File: src/hw/rtl/bfra_pkg.sv
// shared constants and codes for the best-fit region allocator
`timescale 1ns / 1ps

package bfra_pkg;

  localparam int MAX_RECORDS_DEF = 64;
  localparam int OFFSET_BITS_DEF = 16;

  localparam int SIZE_W = 16;
  localparam int ADDR_W = 32;
  localparam int CFG_AW = 3;

  // result status codes
  localparam logic [1:0] ST_OK      = 2'd0;
  localparam logic [1:0] ST_NOSPACE = 2'd1;
  localparam logic [1:0] ST_FULL    = 2'd2;
  localparam logic [1:0] ST_NOMATCH = 2'd3;

  // request kinds
  localparam logic REQ_ALLOC = 1'b0;
  localparam logic REQ_FREE  = 1'b1;

  // register index (bit 2 of the byte address)
  localparam logic REG_REGION_BYTES = 1'b0;
  localparam logic REG_REGION_BASE  = 1'b1;

endpackage

File: src/hw/rtl/bfra_record_mem.sv
// record table memories: offset, length and chain link, one read port each
`timescale 1ns / 1ps

module bfra_record_mem #(
  parameter int MAX_RECORDS = bfra_pkg::MAX_RECORDS_DEF,
  parameter int OFFSET_BITS = bfra_pkg::OFFSET_BITS_DEF,
  parameter int IW          = $clog2(MAX_RECORDS)
) (
  input  logic                      clk,
  input  logic [IW-1:0]             rd_addr,
  output logic [OFFSET_BITS-1:0]    rd_ofs,
  output logic [bfra_pkg::SIZE_W-1:0] rd_len,
  output logic [IW-1:0]             rd_nxt,
  input  logic [IW-1:0]             wr_addr,
  input  logic                      ofs_we,
  input  logic [OFFSET_BITS-1:0]    ofs_wd,
  input  logic                      len_we,
  input  logic [bfra_pkg::SIZE_W-1:0] len_wd,
  input  logic                      nxt_we,
  input  logic [IW-1:0]             nxt_wd
);

  logic [OFFSET_BITS-1:0]      ofs_mem [MAX_RECORDS];
  logic [bfra_pkg::SIZE_W-1:0] len_mem [MAX_RECORDS];
  logic [IW-1:0]               nxt_mem [MAX_RECORDS];

  always_ff @(posedge clk) begin
    if (ofs_we) begin
      ofs_mem[wr_addr] <= ofs_wd;
    end
    if (len_we) begin
      len_mem[wr_addr] <= len_wd;
    end
    if (nxt_we) begin
      nxt_mem[wr_addr] <= nxt_wd;
    end
    rd_ofs <= ofs_mem[rd_addr];
    rd_len <= len_mem[rd_addr];
    rd_nxt <= nxt_mem[rd_addr];
  end

endmodule

File: src/hw/rtl/bfra_gap_unit.sv
// shared gap unit: gap = limit - end of previous block, best-fit compare
`timescale 1ns / 1ps

module bfra_gap_unit #(
  parameter int GW = 18
) (
  input  logic signed [GW-1:0]         limit,
  input  logic signed [GW-1:0]         prev_end,
  input  logic [bfra_pkg::SIZE_W-1:0]  size,
  input  logic signed [GW-1:0]         best,
  input  logic                         found,
  output logic signed [GW-1:0]         gap,
  output logic                         take
);

  logic signed [GW-1:0] size_s;
  logic                 fits;

  assign size_s = $signed(GW'(size));
  assign gap    = limit - prev_end;
  assign fits   = (size_s <= gap);
  // equal gaps keep the first (lowest address) one
  assign take   = fits && ((gap < best) || ((gap == best) && !found));

endmodule

File: src/hw/rtl/best_fit_region_allocator_top.sv
// best-fit region allocator: request sequencer, config registers, result register
`timescale 1ns / 1ps

// Best-fit allocator over one region of region_bytes bytes. Each request beat
// (in_tuser = kind, in_tdata = size) gives exactly one result beat
// (out_tuser = status, out_tdata = address). The block takes one request at a
// time and walks its address-ordered record chain one record per cycle through
// the single read port of the record memory, with one gap compare unit shared
// by every step. An allocation walks the whole chain and a free stops at its
// first match; the first allocation and a request on a full table skip the
// walk. The record memory has no reset and needs no clearing pass: only
// records below the record count are ever read.
module best_fit_region_allocator_top #(
  parameter int MAX_RECORDS = bfra_pkg::MAX_RECORDS_DEF,
  parameter int OFFSET_BITS = bfra_pkg::OFFSET_BITS_DEF
) (
  input  logic                        clk,
  input  logic                        rst_n,
  input  logic                        in_tvalid,
  output logic                        in_tready,
  input  logic [15:0]                 in_tdata,   // request_size
  input  logic [0:0]                  in_tuser,   // req_type
  output logic                        out_tvalid,
  input  logic                        out_tready,
  output logic [31:0]                 out_tdata,  // block_address
  output logic [1:0]                  out_tuser,  // status
  input  logic                        cfg_psel,
  input  logic                        cfg_penable,
  input  logic                        cfg_pwrite,
  input  logic [bfra_pkg::CFG_AW-1:0] cfg_paddr,
  input  logic [31:0]                 cfg_pwdata,
  output logic [31:0]                 cfg_prdata,
  output logic                        cfg_pready
);

  localparam int IW = $clog2(MAX_RECORDS);
  localparam int CW = $clog2(MAX_RECORDS + 1);
  localparam int EW = ((OFFSET_BITS > bfra_pkg::SIZE_W) ? OFFSET_BITS : bfra_pkg::SIZE_W) + 1;
  localparam int GW = EW + 1;

  typedef enum logic [2:0] {
    S_IDLE, S_WALK, S_TAIL, S_INS1, S_INS2, S_DONE
  } state_t;

  state_t state_r;

  logic [15:0] region_bytes_r;
  logic [31:0] region_base_r;

  logic                        type_r;
  logic [bfra_pkg::SIZE_W-1:0] size_r;
  logic [IW-1:0]               k_r;
  logic [IW-1:0]               cur_r;
  logic [EW-1:0]               prev_end_r;
  logic [IW-1:0]               prev_slot_r;
  logic [IW-1:0]               prev_nxt_r;
  logic signed [GW-1:0]        best_r;
  logic                        found_r;
  logic [IW-1:0]               best_slot_r;
  logic [EW-1:0]               best_end_r;
  logic [IW-1:0]               best_nxt_r;
  logic [CW-1:0]               count_r;
  logic [1:0]                  res_st_r;
  logic [31:0]                 res_addr_r;
  logic                        out_valid_r;
  logic [1:0]                  out_st_r;
  logic [31:0]                 out_addr_r;

  // memory ports
  logic [IW-1:0]               rd_addr;
  logic [OFFSET_BITS-1:0]      rd_ofs;
  logic [bfra_pkg::SIZE_W-1:0] rd_len;
  logic [IW-1:0]               rd_nxt;
  logic [IW-1:0]               wr_addr;
  logic                        ofs_we, len_we, nxt_we;
  logic [OFFSET_BITS-1:0]      ofs_wd;
  logic [bfra_pkg::SIZE_W-1:0] len_wd;
  logic [IW-1:0]               nxt_wd;

  // gap unit
  logic signed [GW-1:0] gu_limit;
  logic signed [GW-1:0] gu_gap;
  logic                 gu_take;

  logic          in_fire;
  logic          cfg_wr;
  logic          first_fits;
  logic          last_rec;
  logic          len_match;
  logic [EW-1:0] cur_end;
  logic [IW-1:0] fresh;

  assign in_tready  = (state_r == S_IDLE);
  assign in_fire    = in_tvalid && in_tready;
  assign cfg_pready = 1'b1;
  assign cfg_wr     = cfg_psel && cfg_penable && cfg_pwrite && cfg_pready;
  assign cfg_prdata = (cfg_paddr[2] == bfra_pkg::REG_REGION_BASE) ? region_base_r
                                                                   : 32'(region_bytes_r);

  assign first_fits = (in_tdata <= region_bytes_r);
  assign last_rec   = ((CW'(k_r) + CW'(1)) == count_r);
  assign len_match  = (rd_len == size_r);
  assign cur_end    = EW'(rd_ofs) + EW'(rd_len);
  assign fresh      = count_r[IW-1:0];

  assign out_tvalid = out_valid_r;
  assign out_tdata  = out_addr_r;
  assign out_tuser  = out_st_r;

  // follow the chain: next read address comes straight from the link just read
  assign rd_addr  = (state_r == S_WALK) ? rd_nxt : '0;
  assign gu_limit = (state_r == S_TAIL) ? $signed(GW'(region_bytes_r)) : $signed(GW'(rd_ofs));

  always_comb begin
    wr_addr = '0;
    ofs_we  = 1'b0;
    len_we  = 1'b0;
    nxt_we  = 1'b0;
    ofs_wd  = '0;
    len_wd  = '0;
    nxt_wd  = '0;
    unique case (state_r)
      S_IDLE: begin
        if (in_fire && (in_tuser[0] == bfra_pkg::REQ_ALLOC) && (count_r == '0)
            && first_fits) begin
          ofs_we = 1'b1;
          len_we = 1'b1;
          nxt_we = 1'b1;
          len_wd = in_tdata;
        end
      end
      S_WALK: begin
        if ((type_r == bfra_pkg::REQ_FREE) && len_match) begin
          wr_addr = cur_r;
          len_we  = 1'b1;
        end
      end
      S_INS1: begin
        wr_addr = fresh;
        ofs_we  = found_r;
        len_we  = found_r;
        nxt_we  = found_r;
        ofs_wd  = best_end_r[OFFSET_BITS-1:0];
        len_wd  = size_r;
        nxt_wd  = best_nxt_r;
      end
      S_INS2: begin
        wr_addr = best_slot_r;
        nxt_we  = 1'b1;
        nxt_wd  = fresh;
      end
      default: begin
      end
    endcase
  end

  bfra_record_mem #(
    .MAX_RECORDS (MAX_RECORDS),
    .OFFSET_BITS (OFFSET_BITS),
    .IW          (IW)
  ) u_mem (
    .clk     (clk),
    .rd_addr (rd_addr),
    .rd_ofs  (rd_ofs),
    .rd_len  (rd_len),
    .rd_nxt  (rd_nxt),
    .wr_addr (wr_addr),
    .ofs_we  (ofs_we),
    .ofs_wd  (ofs_wd),
    .len_we  (len_we),
    .len_wd  (len_wd),
    .nxt_we  (nxt_we),
    .nxt_wd  (nxt_wd)
  );

  bfra_gap_unit #(
    .GW (GW)
  ) u_gap (
    .limit    (gu_limit),
    .prev_end ($signed(GW'(prev_end_r))),
    .size     (size_r),
    .best     (best_r),
    .found    (found_r),
    .gap      (gu_gap),
    .take     (gu_take)
  );

  always_ff @(posedge clk) begin
    if (!rst_n) begin
      state_r        <= S_IDLE;
      region_bytes_r <= '0;
      region_base_r  <= '0;
      count_r        <= '0;
      out_valid_r    <= 1'b0;
      found_r        <= 1'b0;
    end else begin
      if (cfg_wr) begin
        if (cfg_paddr[2] == bfra_pkg::REG_REGION_BYTES) begin
          region_bytes_r <= cfg_pwdata[15:0];
        end else begin
          region_base_r <= cfg_pwdata;
        end
      end

      if (out_valid_r && out_tready) begin
        out_valid_r <= 1'b0;
      end

      unique case (state_r)
        S_IDLE: begin
          if (in_fire) begin
            type_r     <= in_tuser[0];
            size_r     <= in_tdata;
            k_r        <= '0;
            cur_r      <= '0;
            best_r     <= $signed(GW'(region_bytes_r));
            found_r    <= 1'b0;
            res_addr_r <= '0;
            state_r    <= S_WALK;
            if (in_tuser[0] == bfra_pkg::REQ_ALLOC) begin
              if (count_r == '0) begin
                state_r <= S_DONE;
                if (first_fits) begin
                  count_r    <= CW'(1);
                  res_st_r   <= bfra_pkg::ST_OK;
                  res_addr_r <= region_base_r;
                end else begin
                  res_st_r <= bfra_pkg::ST_NOSPACE;
                end
              end else if (count_r == CW'(MAX_RECORDS)) begin
                res_st_r <= bfra_pkg::ST_FULL;
                state_r  <= S_DONE;
              end
            end else if (count_r == '0) begin
              res_st_r <= bfra_pkg::ST_NOMATCH;
              state_r  <= S_DONE;
            end
          end
        end
        S_WALK: begin
          if (type_r == bfra_pkg::REQ_FREE) begin
            if (len_match) begin
              res_st_r <= bfra_pkg::ST_OK;
              state_r  <= S_DONE;
            end else if (last_rec) begin
              res_st_r <= bfra_pkg::ST_NOMATCH;
              state_r  <= S_DONE;
            end else begin
              k_r   <= k_r + IW'(1);
              cur_r <= rd_nxt;
            end
          end else begin
            // gap of the previous record closes at this record's offset
            if ((k_r != '0) && gu_take) begin
              best_r      <= gu_gap;
              found_r     <= 1'b1;
              best_slot_r <= prev_slot_r;
              best_end_r  <= prev_end_r;
              best_nxt_r  <= prev_nxt_r;
            end
            prev_end_r  <= cur_end;
            prev_slot_r <= cur_r;
            prev_nxt_r  <= rd_nxt;
            if (last_rec) begin
              state_r <= S_TAIL;
            end else begin
              k_r   <= k_r + IW'(1);
              cur_r <= rd_nxt;
            end
          end
        end
        S_TAIL: begin
          if (gu_take) begin
            best_r      <= gu_gap;
            found_r     <= 1'b1;
            best_slot_r <= prev_slot_r;
            best_end_r  <= prev_end_r;
            best_nxt_r  <= prev_nxt_r;
          end
          state_r <= S_INS1;
        end
        S_INS1: begin
          if (found_r) begin
            state_r <= S_INS2;
          end else begin
            res_st_r <= bfra_pkg::ST_NOSPACE;
            state_r  <= S_DONE;
          end
        end
        S_INS2: begin
          count_r    <= count_r + CW'(1);
          res_st_r   <= bfra_pkg::ST_OK;
          res_addr_r <= region_base_r + 32'(best_end_r[OFFSET_BITS-1:0]);
          state_r    <= S_DONE;
        end
        S_DONE: begin
          if (!out_valid_r || out_tready) begin
            out_valid_r <= 1'b1;
            out_st_r    <= res_st_r;
            out_addr_r  <= res_addr_r;
            state_r     <= S_IDLE;
          end
        end
        default: begin
          state_r <= S_IDLE;
        end
      endcase
    end
  end

  a_count_bound: assert property (@(posedge clk) disable iff (!rst_n)
    count_r <= CW'(MAX_RECORDS))
    else $error("record count above table size");

  a_count_step: assert property (@(posedge clk) disable iff (!rst_n)
    ($past(rst_n) && (count_r != $past(count_r))) |-> (count_r == $past(count_r) + CW'(1)))
    else $error("record count moved by other than one");

  a_result_from_done: assert property (@(posedge clk) disable iff (!rst_n)
    $rose(out_valid_r) |-> $past(state_r == S_DONE))
    else $error("result beat raised outside the done state");

  a_walk_nonempty: assert property (@(posedge clk) disable iff (!rst_n)
    (state_r == S_WALK) |-> (count_r != '0))
    else $error("chain walk on an empty table");

endmodule
File: config.mk
export PLATFORM = sky130hd
export DESIGN_NAME = best_fit_region_allocator_top
export DESIGN_NICKNAME = d
export VERILOG_FILES = /design/src/hw/rtl/bfra_pkg.sv /design/src/hw/rtl/bfra_record_mem.sv /design/src/hw/rtl/bfra_gap_unit.sv /design/src/hw/rtl/best_fit_region_allocator_top.sv
export SDC_FILE = /design/constraint.sdc
export NUM_CORES = 2
export LEC_CHECK = 0
export ABC_CLOCK_PERIOD_IN_PS = 12700
export BUFFER_PORTS_ARGS = -buffer_cell sky130_fd_sc_hd__buf_4
export CELL_PAD_IN_SITES_DETAIL_PLACEMENT = 1
export CELL_PAD_IN_SITES_GLOBAL_PLACEMENT = 1
export CORE_ASPECT_RATIO = 1.2
export CORE_UTILIZATION = 30
export CTS_CLUSTER_DIAMETER = 100
export DETAILED_ROUTE_END_ITERATION = 8
export HOLD_SLACK_MARGIN = 0.15
export PLACE_DENSITY = 0.57
export SYNTH_ARGS = -nofsm -noshare
export SYNTH_HDL_FRONTEND = slang
export SYNTH_SLANG_ARGS = --single-unit
File: constraint.sdc
create_clock -name clk -period 12.7 [get_ports clk]
set_clock_uncertainty 0.1 [all_clocks]
set_input_delay 1.905 -clock clk [delete_from_list [all_inputs] [get_ports clk]]
set_output_delay 1.905 -clock clk [all_outputs]
set_load 0.03 [all_outputs]
==> impl_metrics.ini <==
[run_status]
status = finished with violations
violations = DRC

[clock_network]
cts_buffer_depth = 4
cts_max_level = 5
cts_resized = 0
clkSinkCount = 2702
cts_tree = yes
post_cts_buffers = 0
worstSkewPairLatency_ns = 0.88
ctsHoldBuffers = 0
cts_root_buffer = clkbuf_16
numCtsBuffers = 285
clkTransAtPathRegs_ns = 0.06

[place]
place.gp.congestion = 0.829
place_area_sq_um = 118000
hpwl_mm = 213
io_buffers = 124

[synthesis]
synth_common_cells = edfxtp_1 (2604), nand2_1 (1535), o21ai_0 (462)
async_reset_ff_share_pct = 0
synth_top_family_by_area = simple AND/OR/NAND/NOR gates
muxShareOfSynthArea_pct = 2.20
synth_top_area_share_pct = 70.0
synthSimpleGateAreaFrac_pct = 11.6
syn-num-nets = 8497
yosysUniqueCellTypes = 83
synth_ff_type = edfxtp_1
synth-seq-cells = 2702
synthCells = 8342
ys_seq_area_share_pct = 71.8
synth_edf_count = 2604
synthXorXnorAreaFrac_pct = 0.584
synth_area_sq_um = 112000
synth_adder_area_share_pct = 1.11
synth_compound_area_share_pct = 10.2
yosysMostFrequentCell = edfxtp_1
synthTopCellsByArea = edfxtp_1 (70%), nand2_1 (5.2%), o21ai_0 (2.1%)
yosys.area.top_type = edfxtp_1
synth_area_per_cell_sq_um = 13.4
yosysWarnings = 0

[drt]
ant_nets = 0
routedWlPerCell_microns = 26.5
drtPass1Iterations = 7
num_vias = 70307
drt_iter0_markers = 5390
routed_wl_mm = 357
drc = 124
vias_per_cell = 5.21

[final_layout]
syn2layout_area_growth_pct = 13.9
fin_area_sq_um = 127000
final_util_pct = 34.3
drive_above_1_share_pct = 11.0
nNetsFinal = 8490

[worst_setup_path]
critPathSlowestCell = and2_1
cp-end-kind = register
crit_top_cell = ha_1
critical-path-top-delay-family = simple AND/OR/NAND/NOR gates
cpPeakStageDelay_ns = 0.75
worst-path-buf-inv = 0
cp_cell_sequence = nor2_1 -> and2_1 -> mux2_2 -> ha_1 -> a21o_1 -> or3_4 -> o21a_4 -> a221oi_4 -> o21bai_1 -> a21oi_1 -> xor2_1 -> ha_1 -> and3_2 -> o2111a_1 -> a311oi_2 -> o211ai_1 -> a211o_1 -> nand2b_1
worstPathArrival_ns = 7.09
start_kind = register
cp_max_fo = 20
required_ns = 13.09
critPathKind = reg -> reg

[die]
die_x_microns = 559
core.rowCount = 245
die_y_microns = 670
ios = 128
core_area_sq_um = 371000
initial_core_util_pct = 30.1
dieArea_sq_um = 375000

[pwr]
p_per_area_nw_per_um2 = 199
total_power_mw = 25.3
p_leak_nw = 40.8
vdd_ir_drop_max_mv = 0.172

[grt]
grt_pass1_wl_mm = 514
grt_pass1_vias = 72612
track_usage_pct = 18.5
grt.overflow.total = 0
grt_max_degree = 180
antenna_found_initial = 15

[min_path]
hold_class = reg -> reg

[timing]
relSlewSlack_pct = 11.6
worstMarginPinSlew_ns = 1.32
finalSetupViolCount = 0
rsz0062_at_grt = no
finalSetupTns_ns = 0
finalCritPeriodShare_pct = 52.8
finalHoldViolCount = 0
maxSlewViolCount = 0
hold-worst-slack_ns = 0.317
final.min_clock_period_ns = 6.70
fmax_ghz = 0.149

[flow_run]
drv_cap = 0
kinds of logic after synthesis:
| kind of cell | count (synthesis) |
|---|---|
| simple gates | 2933 |
| flops | 2702 |
| compound gates | 1664 |
| mux | 188 |
| other cells | 1 |
| xor+xnor | 72 |
| buf+inv | 684 |
| fa+ha+maj | 98 |
cell usage in the layout (no fill, tap or decap), types with 16 or more instances in the layout:
cell       Yosys  routed
edfxtp_1    2604    2604
nand2_1     1535    1525
o21ai_0      462     461
nand3_1      421     421
a211oi_1     302     302
clkbuf_16      0     295
nor2_1       405     282
buf_4         20     276
a311oi_1     197     197
and2_1       203     180
o211ai_1     157     157
and3_1       146     146
a31oi_1      134     134
mux2i_1      128     128
nor2_2         0     121
inv_1         98      98
dfxtp_1       98      97
ha_1          93      93
a21oi_1       88      88
clkbuf_1     366      74
a22oi_1       71      71
a21boi_0      56      55
clkinv_1       0      53
nand2b_1      52      52
a2111oi_0     52      52
xnor2_1       46      46
mux4_2        44      44
nor3_1        43      43
or3_1         43      42
clkinv_2       0      35
a21o_1        24      24
xor2_1        24      24
o2111ai_1     23      23
and2_2         1      20
nand4_1       20      20
a22o_2         0      20
bufinv_16      0      20
mux2_2        16      16
registers in the layout, indices dropped and copies added, names as in the netlist, 7 cells and up:
name	cells
region_base_r	32
prev_end_r	17
u_mem.len_mem	1024
u_mem.ofs_mem	1024
count_r	7
res_addr_r	32
region_bytes_r	16
u_mem.rd_ofs	16
best_r	18
u_mem.rd_len	16
out_tdata	32
u_mem.nxt_mem	384
size_r	16
best_end_r	16
final cells by class:
| type | instances | area [sq um] |
|---|---|---|
| timing repair buffer | 291 | 2370 |
| fill | 39000 | 244000 |
| inverter | 99 | 372 |
| clock inverter | 128 | 1140 |
| tap | 4940 | 6180 |
| antenna | 5 | 12.5 |
| sequential | 2702 | 80200 |
| multi-input combinational | 4956 | 29200 |
| clock buffer | 376 | 7760 |
worst paths after layout:
path	startpoint	endpoint	slack, ns	cells after the start
setup / recovery	state_r[2]$_SDFFE_PN0P_	best_r[12]$_DFFE_PP_	6.00	18
hold / removal	res_addr_r[3]$_DFFE_PP_	out_tdata[3]$_DFFE_PP_	0.32	0
setup reg to reg	state_r[2]$_SDFFE_PN0P_	best_r[12]$_DFFE_PP_	6.00	18
hold reg to reg	res_addr_r[3]$_DFFE_PP_	out_tdata[3]$_DFFE_PP_	0.32	0
through the flow:
stage | setup slack, ns | instances
2_1_floorplan | 6.72 | 8342
6_report | 6.00 | 13497
4_1_cts | 5.98 | 13492
3_3_place_gp | 6.01 | 12988
3_5_place_dp | 5.98 | 12988
5_1_grt | 5.47 | 13493
power by group:
| part | leakage (nW) | total, mW | internal (mW) | switching, mW |
|---|---|---|---|---|
| combinational | 12.3 | 6.88 | 2.01 | 4.86 |
| sequential | 24.2 | 10.3 | 10.0 | 0.258 |
| clock | 4.33 | 8.20 | 4.71 | 3.49 |
layer usage:
layer  track usage [%]  up-vias  wire length, microns
met3              1.98      503                 15300
li1                  -    31421                     -
met2              32.7     1737                180000
met4              6.65        4                 12900
met5                 0        -                    27
met1              23.4    36642                149000
Power figures use the tool's default switching activity.
